<file path="src/hw/rtl/egcd_pkg.sv">
// ----------------------------------------------------------------------------
// Extended GCD package
// Shared types and constants for the extended gcd and lcm unit.
// ----------------------------------------------------------------------------
package egcd_pkg;

  localparam int unsigned TARGET_W = 32;

  typedef struct packed {
    logic step;
    logic qbit;
    logic done;
  } div_stat_t;

endpackage

</file>
<file path="src/hw/rtl/egcd_div.sv">
// ----------------------------------------------------------------------------
// Serial divider
// Restoring divider that produces one quotient bit per cycle from a
// left-aligned dividend of programmable length.
// ----------------------------------------------------------------------------
module egcd_div #(
  parameter int unsigned VB = 31,
  parameter int unsigned N  = 64,
  parameter int unsigned LW = 7
) (
  input  logic                 clk_i,
  input  logic                 rst_ni,
  input  logic                 start_i,
  input  logic [N-1:0]         dividend_i,
  input  logic [LW-1:0]        len_i,
  input  logic [VB-1:0]        divisor_i,
  output egcd_pkg::div_stat_t  stat_o,
  output logic [N-1:0]         quo_o,
  output logic [VB-1:0]        rem_o
);
  import egcd_pkg::*;

  logic [N-1:0]  num_q;
  logic [N-1:0]  quo_q;
  logic [VB-1:0] rem_q;
  logic [VB-1:0] div_q;
  logic [LW-1:0] cnt_q;
  logic          busy_q;
  logic          done_q;
  logic [VB:0]   trial;
  logic [VB:0]   diff;
  logic          ge;

  assign trial = {rem_q, num_q[N-1]};
  assign ge    = trial >= {1'b0, div_q};
  assign diff  = trial - {1'b0, div_q};

  always_ff @(posedge clk_i or negedge rst_ni) begin
    if (!rst_ni) begin
      num_q  <= '0;
      quo_q  <= '0;
      rem_q  <= '0;
      div_q  <= '0;
      cnt_q  <= '0;
      busy_q <= 1'b0;
      done_q <= 1'b0;
    end else begin
      if (start_i) begin
        num_q  <= dividend_i;
        quo_q  <= '0;
        rem_q  <= '0;
        div_q  <= divisor_i;
        cnt_q  <= len_i;
        busy_q <= 1'b1;
        done_q <= 1'b0;
      end else if (busy_q) begin
        num_q  <= {num_q[N-2:0], 1'b0};
        quo_q  <= {quo_q[N-2:0], ge};
        rem_q  <= ge ? diff[VB-1:0] : trial[VB-1:0];
        cnt_q  <= cnt_q - LW'(1);
        done_q <= cnt_q == LW'(1);
        if (cnt_q == LW'(1)) begin
          busy_q <= 1'b0;
        end
      end else begin
        done_q <= 1'b0;
      end
    end
  end

  assign stat_o.step = busy_q;
  assign stat_o.qbit = ge;
  assign stat_o.done = done_q;
  assign quo_o       = quo_q;
  assign rem_o       = rem_q;

endmodule

</file>
<file path="src/hw/rtl/extended_gcd_lcm_unit.sv">
// ----------------------------------------------------------------------------
// Extended GCD and LCM unit
// Extended Euclid with Bezout coefficients, lcm and scaled Diophantine
// solution, all divisions on one serial divider under a small sequencer.
// ----------------------------------------------------------------------------
// One request at a time: each Euclid step runs on the shared
// one-bit-per-cycle divider, then come the remainder check of c, the
// quotient b/g, the lcm shift-add, and for each of the two scaled
// solutions a multiply followed by a divide. The number of Euclid steps
// depends on the operands (at most about 46 for 31 bits). Input stall is
// high from acceptance until the result enters the output register.
module extended_gcd_lcm_unit #(
  parameter int unsigned VALUE_BITS = 31
) (
  input  logic                  clk_i,
  input  logic                  rst_ni,
  input  logic                  in_valid_i,
  output logic                  in_stall_o,
  input  logic [VALUE_BITS-1:0] first_value_i,
  input  logic [VALUE_BITS-1:0] second_value_i,
  input  logic signed [31:0]    target_sum_i,
  output logic                  out_valid_o,
  input  logic                  out_stall_i,
  output logic [VALUE_BITS-1:0] divisor_o,
  output logic signed [31:0]    coef_x_o,
  output logic signed [31:0]    coef_y_o,
  output logic [VALUE_BITS-1:0] multiple_o,
  output logic signed [31:0]    solution_x_o,
  output logic signed [31:0]    solution_y_o,
  output logic                  both_zero_o,
  output logic                  multiple_overflow_o,
  output logic                  not_divisible_o,
  output logic                  solution_overflow_o
);
  import egcd_pkg::*;

  localparam int unsigned VB = VALUE_BITS;
  localparam int unsigned CW = VB + 2;
  localparam int unsigned MW = VB + 1;
  localparam int unsigned PW = MW + TARGET_W;
  localparam int unsigned LW = $clog2(PW + 1);

  typedef enum logic [3:0] {
    S_IDLE, S_CHK, S_EUC, S_MOD, S_BQ, S_LCM, S_SMUL, S_SDIV, S_FIN
  } state_e;

  state_e                state_q;
  logic [VB-1:0]         a_q, b_q, r0_q, r1_q, bq_q;
  logic signed [31:0]    c_q;
  logic signed [CW-1:0]  s0_q, s1_q, t0_q, t1_q, ps_q, pt_q;
  logic [VB-1:0]         acc_q;
  logic                  lov_q, ndiv_q, sov_q, sel_q;
  logic [MW-1:0]         mag_q;
  logic [31:0]           mt_q;
  logic                  neg_q;
  logic [PW-1:0]         prod_q;
  logic [LW-1:0]         cnt_q;
  logic [31:0]           solx_q;

  logic                  out_valid_q, bz_q, lovo_q, ndivo_q, sovo_q;
  logic [VB-1:0]         g_o_q, lcm_o_q;
  logic [31:0]           cx_q, cy_q, sx_q, sy_q;

  logic                  div_start;
  logic [PW-1:0]         div_dividend;
  logic [LW-1:0]         div_len;
  logic [VB-1:0]         div_divisor;
  div_stat_t             div_stat;
  logic [PW-1:0]         div_quo;
  logic [VB-1:0]         div_rem;

  logic [31:0]           c_mag;
  logic [VB+1:0]         acc_nxt;
  logic signed [63:0]    s0_ext, t0_ext;
  logic signed [CW-1:0]  coef_sel;
  logic [MW-1:0]         coef_mag;
  logic                  coef_neg;
  logic [PW-1:0]         lim;
  logic                  q_over;
  logic [32:0]           q_mag;
  logic [32:0]           q_signed;

  assign c_mag    = c_q[31] ? 32'(-c_q) : 32'(c_q);
  assign acc_nxt  = {1'b0, acc_q, 1'b0} + (bq_q[VB-1] ? (VB+2)'(a_q) : '0);
  assign s0_ext   = 64'(s0_q);
  assign t0_ext   = 64'(t0_q);
  assign coef_sel = sel_q ? t0_q : s0_q;
  assign coef_neg = coef_sel[CW-1];
  assign coef_mag = coef_neg ? MW'(-coef_sel) : MW'(coef_sel);
  assign lim      = neg_q ? PW'(33'h1_0000_0000 >> 1) : PW'(32'h7FFF_FFFF);
  assign q_over   = div_quo > lim;
  assign q_mag    = q_over ? lim[32:0] : div_quo[32:0];
  assign q_signed = neg_q ? -q_mag : q_mag;

  always_comb begin
    div_start    = 1'b0;
    div_dividend = {r0_q, {(PW-VB){1'b0}}};
    div_len      = LW'(VB);
    div_divisor  = r1_q;
    case (state_q)
      S_CHK: begin
        if (r1_q != '0) begin
          div_start = 1'b1;
        end else if (r0_q != '0) begin
          div_start    = 1'b1;
          div_dividend = {c_mag, {(PW-TARGET_W){1'b0}}};
          div_len      = LW'(TARGET_W);
          div_divisor  = r0_q;
        end
      end
      S_MOD: begin
        div_start    = div_stat.done;
        div_dividend = {b_q, {(PW-VB){1'b0}}};
        div_divisor  = r0_q;
      end
      S_SMUL: begin
        div_start    = (cnt_q == '0);
        div_dividend = prod_q;
        div_len      = LW'(PW);
        div_divisor  = r0_q;
      end
      default: begin
      end
    endcase
  end

  egcd_div #(
    .VB(VB),
    .N (PW),
    .LW(LW)
  ) u_div (
    .clk_i     (clk_i),
    .rst_ni    (rst_ni),
    .start_i   (div_start),
    .dividend_i(div_dividend),
    .len_i     (div_len),
    .divisor_i (div_divisor),
    .stat_o    (div_stat),
    .quo_o     (div_quo),
    .rem_o     (div_rem)
  );

  always_ff @(posedge clk_i or negedge rst_ni) begin
    if (!rst_ni) begin
      state_q     <= S_IDLE;
      out_valid_q <= 1'b0;
      a_q <= '0; b_q <= '0; r0_q <= '0; r1_q <= '0; bq_q <= '0; c_q <= '0;
      s0_q <= '0; s1_q <= '0; t0_q <= '0; t1_q <= '0; ps_q <= '0; pt_q <= '0;
      acc_q <= '0; lov_q <= 1'b0; ndiv_q <= 1'b0; sov_q <= 1'b0; sel_q <= 1'b0;
      mag_q <= '0; mt_q <= '0; neg_q <= 1'b0; prod_q <= '0; cnt_q <= '0;
      solx_q <= '0;
      bz_q <= 1'b0; lovo_q <= 1'b0; ndivo_q <= 1'b0; sovo_q <= 1'b0;
      g_o_q <= '0; lcm_o_q <= '0; cx_q <= '0; cy_q <= '0; sx_q <= '0; sy_q <= '0;
    end else begin
      if (out_valid_q && !out_stall_i && state_q != S_FIN) begin
        out_valid_q <= 1'b0;
      end
      case (state_q)
        S_IDLE: begin
          if (in_valid_i) begin
            a_q     <= first_value_i;
            b_q     <= second_value_i;
            r0_q    <= first_value_i;
            r1_q    <= second_value_i;
            c_q     <= target_sum_i;
            s0_q    <= CW'(1);
            s1_q    <= '0;
            t0_q    <= '0;
            t1_q    <= CW'(1);
            lov_q   <= 1'b0;
            sov_q   <= 1'b0;
            sel_q   <= 1'b0;
            state_q <= S_CHK;
          end
        end
        S_CHK: begin
          ps_q <= '0;
          pt_q <= '0;
          if (r1_q != '0) begin
            state_q <= S_EUC;
          end else if (r0_q != '0) begin
            state_q <= S_MOD;
          end else begin
            ndiv_q  <= c_q != '0;
            acc_q   <= '0;
            solx_q  <= '0;
            prod_q  <= '0;
            state_q <= S_FIN;
          end
        end
        S_EUC: begin
          if (div_stat.step) begin
            ps_q <= (ps_q <<< 1) + (div_stat.qbit ? s1_q : '0);
            pt_q <= (pt_q <<< 1) + (div_stat.qbit ? t1_q : '0);
          end
          if (div_stat.done) begin
            r0_q    <= r1_q;
            r1_q    <= div_rem;
            s0_q    <= s1_q;
            s1_q    <= s0_q - ps_q;
            t0_q    <= t1_q;
            t1_q    <= t0_q - pt_q;
            state_q <= S_CHK;
          end
        end
        S_MOD: begin
          if (div_stat.done) begin
            ndiv_q  <= div_rem != '0;
            state_q <= S_BQ;
          end
        end
        S_BQ: begin
          if (div_stat.done) begin
            bq_q    <= div_quo[VB-1:0];
            acc_q   <= '0;
            cnt_q   <= LW'(VB);
            state_q <= S_LCM;
          end
        end
        S_LCM: begin
          if (acc_nxt[VB+1:VB] != '0) begin
            lov_q <= 1'b1;
          end
          acc_q <= acc_nxt[VB-1:0];
          bq_q  <= {bq_q[VB-2:0], 1'b0};
          if (cnt_q == LW'(1)) begin
            mag_q   <= coef_mag;
            neg_q   <= coef_neg != c_q[31];
            mt_q    <= c_mag;
            prod_q  <= '0;
            cnt_q   <= LW'(TARGET_W);
            state_q <= S_SMUL;
          end else begin
            cnt_q <= cnt_q - LW'(1);
          end
        end
        S_SMUL: begin
          if (cnt_q == '0) begin
            state_q <= S_SDIV;
          end else begin
            prod_q <= {prod_q[PW-2:0], 1'b0} + (mt_q[31] ? PW'(mag_q) : '0);
            mt_q   <= {mt_q[30:0], 1'b0};
            cnt_q  <= cnt_q - LW'(1);
          end
        end
        S_SDIV: begin
          if (div_stat.done) begin
            if (q_over) begin
              sov_q <= 1'b1;
            end
            if (!sel_q) begin
              solx_q  <= q_signed[31:0];
              sel_q   <= 1'b1;
              mag_q   <= MW'(t0_q[CW-1] ? -t0_q : t0_q);
              neg_q   <= t0_q[CW-1] != c_q[31];
              mt_q    <= c_mag;
              prod_q  <= '0;
              cnt_q   <= LW'(TARGET_W);
              state_q <= S_SMUL;
            end else begin
              prod_q  <= PW'(q_signed[31:0]);
              state_q <= S_FIN;
            end
          end
        end
        S_FIN: begin
          if (!out_valid_q || !out_stall_i) begin
            out_valid_q <= 1'b1;
            bz_q        <= r0_q == '0;
            g_o_q       <= r0_q;
            cx_q        <= s0_ext[31:0];
            cy_q        <= t0_ext[31:0];
            lcm_o_q     <= lov_q ? '1 : acc_q;
            lovo_q      <= lov_q;
            ndivo_q     <= ndiv_q;
            sovo_q      <= sov_q;
            sx_q        <= solx_q;
            sy_q        <= prod_q[31:0];
            state_q     <= S_IDLE;
          end
        end
        default: begin
          state_q <= S_IDLE;
        end
      endcase
    end
  end

  assign in_stall_o          = state_q != S_IDLE;
  assign out_valid_o         = out_valid_q;
  assign divisor_o           = g_o_q;
  assign coef_x_o            = cx_q;
  assign coef_y_o            = cy_q;
  assign multiple_o          = lcm_o_q;
  assign solution_x_o        = sx_q;
  assign solution_y_o        = sy_q;
  assign both_zero_o         = bz_q;
  assign multiple_overflow_o = lovo_q;
  assign not_divisible_o     = ndivo_q;
  assign solution_overflow_o = sovo_q;

  a_busy_after_accept: assert property (@(posedge clk_i) disable iff (!rst_ni)
    in_valid_i && !in_stall_o |=> in_stall_o)
    else $error("unit accepted a request without going busy");

  a_zero_result: assert property (@(posedge clk_i) disable iff (!rst_ni)
    out_valid_o && both_zero_o |-> multiple_o == '0 && !multiple_overflow_o
      && !solution_overflow_o)
    else $error("both-zero result carries a nonzero lcm or overflow");

  a_lcm_saturated: assert property (@(posedge clk_i) disable iff (!rst_ni)
    out_valid_o && multiple_overflow_o |-> &multiple_o)
    else $error("lcm overflow without saturation");

  a_gcd_nonzero: assert property (@(posedge clk_i) disable iff (!rst_ni)
    out_valid_o && !both_zero_o |-> divisor_o != '0)
    else $error("zero gcd without both-zero flag");

endmodule
</file>
<file path="config.mk">
export PLATFORM = sky130hd
export DESIGN_NAME = extended_gcd_lcm_unit
export DESIGN_NICKNAME = d
export VERILOG_FILES = /design/src/hw/rtl/egcd_pkg.sv /design/src/hw/rtl/egcd_div.sv /design/src/hw/rtl/extended_gcd_lcm_unit.sv
export SDC_FILE = /design/constraint.sdc
export NUM_CORES = 2
export LEC_CHECK = 0
export ABC_AREA = 1
export BUFFER_PORTS_ARGS = -buffer_cell sky130_fd_sc_hd__buf_4
export CORE_MARGIN = 2
export CORE_UTILIZATION = 40
export CTS_CLUSTER_SIZE = 28
export DETAILED_ROUTE_END_ITERATION = 10
export GPL_TIMING_DRIVEN = 0
export HOLD_SLACK_MARGIN = 0.08
export PLACE_DENSITY = 0.55
export SYNTH_ARGS = -nofsm -noshare
export SYNTH_HDL_FRONTEND = slang
export SYNTH_SLANG_ARGS = --single-unit
export TNS_END_PERCENT = 30
</file>
<file path="constraint.sdc">
create_clock -name clk_i -period 11.2 [get_ports clk_i]
set_input_delay 1.12 -clock clk_i [delete_from_list [all_inputs] [get_ports clk_i]]
set_output_delay 1.12 -clock clk_i [all_outputs]
set_load 0.01 [all_outputs]
</file>
Word level (Yosys, flattened, before mapping)
Index checks and enable logic that the tools add are counted.

Output and inout bits: 196. Input bits: 98. Bits in registers: 986.

Mux-type cells: 122. Magnitude comparators: 2. Eq/ne operators: 28. Reduce and logical (&&, ||, !) cells: 44. Add/sub/neg operators: 13.

Operator list (number): two-way mux 64 bit (11); two-way mux 32 bit (19); two-way mux 31 bit (15); case mux 33 bit (2 select lines) (6); two-way mux 33 bit (11); case mux 64 bit (4 select lines) (1); case mux 31 bit (2 select lines) (4); case mux 64 bit (3 select lines) (1); negation 32 bit (4); case mux 32 bit (2 select lines) (2); case mux 32 bit (3 select lines) (1); case mux 31 bit (3 select lines) (1); nonzero test 31 bit (3); adder 33 bit (2); subtractor 33 bit (2); adder 64 x 32 -> 64 bit (1); greater-than comparator 64 x 32 -> 1 bit (1); two-way mux 7 bit (7); two-way mux 4 bit (11); case mux 4 bit (9 select lines) (1); adder 32 x 31 -> 33 bit (1); greater-or-equal comparator 32 x 31 -> 1 bit (1); nonzero test 32 bit (1); logical NOT 31 bit (1); 32 further kinds (101).

Depth between registers and ports, before layout
Depth in word-level cells: 8. Mapped depth: 39. Depth with buffers taken out: 37.

Modules after synthesis
From an unflattened synthesis, not the netlist that was laid out.

Cell total of the unflattened synthesis: 7956. Area total of the unflattened synthesis: 58885.2 µm².

Modules (own cells, without submodules): extended_gcd_lcm_unit (area each 48183.7 µm², cells each 6568, times used 1, sequential area each 19693.9 µm²); egcd_div (area each 10701.5 µm², cells each 1388, times used 1, sequential area each 4979.8 µm²).

Least setup slack after synthesis
No wires, ideal clock.

Path kind: register -> register. From: register u_div.div_q[0]. To: register pt_q[21]. Slack: 6.450 ns. Clock period less this slack: 4.750 ns. Setup time: 0.130 ns. Cell stages (with the launch flop): 36. Arrival: 4.620 ns. Path buffers: 2. Cells stage by stage: dfrtp_1 ha_1 fa_1 o21ai_1 nand2_1 nand3_1 nand2_1 nand2_1 nand2_1 o211ai_1 nand2_1 nand2_1 nand2_1 nand3_1 buf_2 buf_2 nand2_1 inv_1 ha_1 inv_1 fa_1 o21ai_0 nand2_1 nand2_1 nand2_1 nand2_1 nand2_1 a31oi_1 nand2_1 o211ai_1 nand2_1 nand2_1 a21boi_0 or2_2 nand3_1 o21ai_0.

Longest elaborated chain between the ends: 5.

RTL lines: from (decl) (RTL line egcd_div.sv:26) `logic [VB-1:0] div_q;`; from (signal assigned) (RTL line egcd_div.sv:52) `div_q <= divisor_i;`; greater-or-equal comparator 32 x 31 -> 1 bit (RTL line egcd_div.sv:35) `assign ge = trial >= {1'b0, div_q};`; two-way mux 33 bit (RTL line extended_gcd_lcm_unit.sv:194) `pt_q <= (pt_q <<< 1) + (div_stat.qbit ? t1_q : '0);`; adder 33 bit (RTL line extended_gcd_lcm_unit.sv:194); two-way mux 33 bit (RTL line extended_gcd_lcm_unit.sv:192) `if (div_stat.step) begin`; case mux 33 bit (2 select lines) (RTL line extended_gcd_lcm_unit.sv:158) `case (state_q)`; to (signal assigned) (RTL line extended_gcd_lcm_unit.sv:194); to (decl) (RTL line extended_gcd_lcm_unit.sv:50) `logic signed [CW-1:0] s0_q, s1_q, t0_q, t1_q, ps_q, pt_q;`.

Every way passes these cells. The select of a mux whose other input is x is not followed. A chain may end at the register's enable or synchronous reset.

Worst setup path in the final report
From: register u_div.num_q[63]. To: register ps_q[27].

Longest elaborated chain between the ends: 5.

RTL lines: from (decl) (RTL line egcd_div.sv:23) `logic [N-1:0] num_q;`; from (signal assigned) (RTL line egcd_div.sv:49) `num_q <= dividend_i;`; from (signal assigned) (RTL line egcd_div.sv:57) `num_q <= {num_q[N-2:0], 1'b0};`; greater-or-equal comparator 32 x 31 -> 1 bit (RTL line egcd_div.sv:35); two-way mux 33 bit (RTL line extended_gcd_lcm_unit.sv:193) `ps_q <= (ps_q <<< 1) + (div_stat.qbit ? s1_q : '0);`; adder 33 bit (RTL line extended_gcd_lcm_unit.sv:193); two-way mux 33 bit (RTL line extended_gcd_lcm_unit.sv:192); case mux 33 bit (2 select lines) (RTL line extended_gcd_lcm_unit.sv:158); to (signal assigned) (RTL line extended_gcd_lcm_unit.sv:193); to (decl) (RTL line extended_gcd_lcm_unit.sv:50).

Every way passes these cells. The select of a mux whose other input is x is not followed.

==> reports/metrics.cfg <==
[global_routing]
grt_pass1_vias = 53000
track_usage = 0.312
grt_overflow = 0
antenna_found_initial = 15
maximum_number_of_pins_on_one_net_before_global_route_repair = 161
grt_pass1_wl_mm = 345

[critical_path]
worstPathArrival_ps = 7710
cpMostUsedCell = sky130_fd_sc_hd__nand2_1
worst_ep_required_time_ps = 11790
setup.worst_path.end = ps_q[27]
r2r_slack_ps = 4080
critPathLaunch = u_div.num_q[63]
crit_type = flip-flop to flip-flop
critical_path.slowest_cell = sky130_fd_sc_hd__o21ai_0
critical-path-max-stage-delay_ps = 480
timing.critical_path.fanout_max = 10
r2r-end = ps_q[27]
worstRegToRegCells = 37
timing.rr.start = u_div.num_q[63]
start_kind = flip-flop
endpoint_kind = flip-flop

[finish]
num-nets-final = 8507
layout.area.seq_sq_um = 24700
final_instance_area_sq_um = 66800
multi_input_comb_area_sq_um = 27800
area_growth_pct = 15.0
layout.core_utilization = 0.464
drive_gt1_frac = 0.0829
n_fill_cell = 14700

[pwr]
internal-power_w = 0.00592
peakVddDrop_v = 0.000111
netSwitchingFraction = 0.232
clock_power_share = 0.507
power_leakage_nw = 33.8
power_density_nw_per_um2 = 115
power.share.sequential = 0.467
net-switching-power_w = 0.00179
power.combinational.fraction = 0.026

[clock_tree]
cts_buffers = 114
cts.repair_timing.setup_buffer_count = 0
cts.clk_slew.worst_paths_ps = 60
cts_hold_buf = 0
cts_resized = 0
clk-insertion-delay-late_ps = 760
cts.path.max_buffers = 3
clock_sinks = 986
tritoncts = built
cts_max_level = 3
root_buffer = sky130_fd_sc_hd__clkbuf_16

[sta]
final-setup-viol-count = 0
hold_viol_final = 0
timing_max_transition_violations_final = 0
rsz0062_at_grt = false
tns_ps = 0
final_min_period_over_clock_period = 0.635
hold_slack_ps = 218
period_needed_ps = 7120
timing.fmax_mhz = 140
worst_clock_skew_ps = 42.0
final_critical_path_setup_slack_ps = 4080
worst_pin_slew_ps = 1390
max_slew_margin = 0.0734

[place]
dpl_ws_ps = 4210
place.port_buffers = 293
place.gp.congestion = 0.995
dp_hpwl_mm = 187
placement.cell_area_sq_um = 62900

[synth]
postSynth.asyncResetShare = 1.00
netlist.area_leader.share = 0.425
syn-num-nets = 8089
synth.most_common_cell = sky130_fd_sc_hd__nand2_1
post_synth_and_or_nand_nor_area_fraction = 0.204
avgSynthCellArea_sq_um = 7.52
yosys-mux-area-fraction = 0.000194
synth-main-ff-cell = sky130_fd_sc_hd__dfrtp_1
netlist_area_sq_um = 58100
ys_top_cells_by_area = sky130_fd_sc_hd__dfrtp_1 (42%), sky130_fd_sc_hd__nand2_1 (12%), sky130_fd_sc_hd__o21ai_0 (7.3%), sky130_fd_sc_hd__inv_1 (7.2%), sky130_fd_sc_hd__ha_1 (5.6%)
synth_xor_area_frac = 0.0142
synth_largest_area_cell = sky130_fd_sc_hd__dfrtp_1
synth.ff_latch_count = 986
synth_common_cells = sky130_fd_sc_hd__nand2_1 (1895), sky130_fd_sc_hd__inv_1 (1109), sky130_fd_sc_hd__dfrtp_1 (986), sky130_fd_sc_hd__o21ai_0 (849), sky130_fd_sc_hd__nor2_1 (502)
yosysWarningCount = 0
synth_compound_gate_area_share = 0.202
yosysSeqAreaShare = 0.425
dominant_combinational_cell_family_by_area_after_synthesis = simple AND/OR/NAND/NOR gates
synth_adder_area_share = 0.0580
postSynthCellCount = 7726
number_of_distinct_library_cells_after_synthesis = 69
synth-edff-count = 0

[status]
status = completed

[drt]
avgViaCountPerCell = 5.50
drt_wl_total_mm = 236
route.vias.total = 55800
drt-wirelength-per-cell_um = 23.2
drc_errors = 0
route.antenna.remaining_nets = 0
detail_route.first_pass.iterations = 6
drt_iter0_drc = 5127

[floorplan]
placementRows = 139
die_width_um = 385
core_area_sq_um = 144000
start_util = 0.404
pin_count = 294
design.die.area_sq_um = 148000
die_height_um = 385

[flow_run]
max_cap_violations = 0

[hold_path]
timing.hold.worst.class = input port to asynchronous set/reset pin

[placed cells by master (no fill, tap or decap), drive strengths merged, types with 3 or more instances in the layout]
master and n:
nand2 1923, inv 1142, dfrtp 986, o21ai 910, nor2 523, a21oi 424
buf 392, clkbuf 390, o22ai 301, ha 258, nand3 237, o211ai 86
nor3 69, a31oi 68, nand4 60, xor2 57, o21a 41, a2bb2oi 41
xnor2 37, nor4 35, o221ai 30, a221oi 30, clkinv 29, a21boi 25
o31ai 16, o21bai 15, or2 15, a21o 12, a211oi 12, nand3b 10
a22oi 9, bufinv 9, fa 7, o32ai 6, and2 5, o2111ai 5
clkinvlp 4, nor3b 3, a32o 3
[how the worst min path moves through the flow]
stage               from               to  slack, ps
2_1_floorplan     b_q[1]           b_q[1]        440
3_3_place_gp     a_q[30]          a_q[30]        460
3_5_place_dp   solx_q[7]  solution_x_o[7]        460
4_1_cts           rst_ni       prod_q[20]        180
5_1_grt           rst_ni       prod_q[21]        210
6_report          rst_ni       prod_q[20]        220
[routing by layer]
layer,part of all wire,GRT usage,up-vias,routed length (um)
met5,0.00028,0,-,65
met1,0.44,0.426,26800,103000
met3,0.067,0.0463,452,15800
met4,0.044,0.123,10,10400
met2,0.45,0.498,2029,106000
li1,-,-,26500,-
[layout make-up]
type                            instances  area share
Antenna cell                            1   0.0000375
Multi-Input combinational cell       5284       0.416
Clock inverter                         41     0.00732
Buffer                                313      0.0198
Sequential cell                       986       0.369
Timing Repair Buffer                  302      0.0366
Clock buffer                          167      0.0505
Inverter                             1143      0.0642
Tap cell                             1903      0.0356
[metrics by stage]
step / power, W / cells
after CTS: 0.00776 / 10100
after detailed placement: 0.00386 / 9931
after global routing: 0.00792 / 10100
after floorplan: 0.00370 / 7726
final: 0.00770 / 10100
after global placement: 0.00385 / 9922
[critical path: cells and delay by family, from the launching register on]
| kind | cells | cell delay [ps] |
|---|---|---|
| and+or+nand+nor | 19 | 1960 |
| DFF | 1 | 390 |
| AOI/OAI and AO/OA | 8 | 2300 |
| buffers and inverters | 6 | 1070 |
| adders and majority gates | 4 | 1230 |
[registers in the layout (all words and copies together) (netlist names), 33 cells and up]
name / cells
t0_q: 33
prod_q: 64
pt_q: 33
u_div.num_q: 64
s0_q: 33
ps_q: 33
u_div.quo_o: 64
s1_q: 33
t1_q: 33
[power by group through the flow]
stage                     clock network, W  logic [W]  registers (W)
after global routing               0.00411   0.000221        0.00359
after CTS                          0.00397   0.000203        0.00359
after floorplan                          0  0.0000445        0.00366
final                              0.00391   0.000201        0.00360
after global placement                   0   0.000193        0.00366
after detailed placement                 0   0.000203        0.00366
[kinds of logic (layout without fill, tap and decap cells)]
kind of cell,after synthesis,in the layout
simple gates,2881,2881
other cells,0,1
fa+ha+maj,265,265
xor+xnor,94,94
flops,986,986
mux,1,1
compound gates,2043,2043
buf+inv,1456,1966
(Power assumes the default switching activity.)
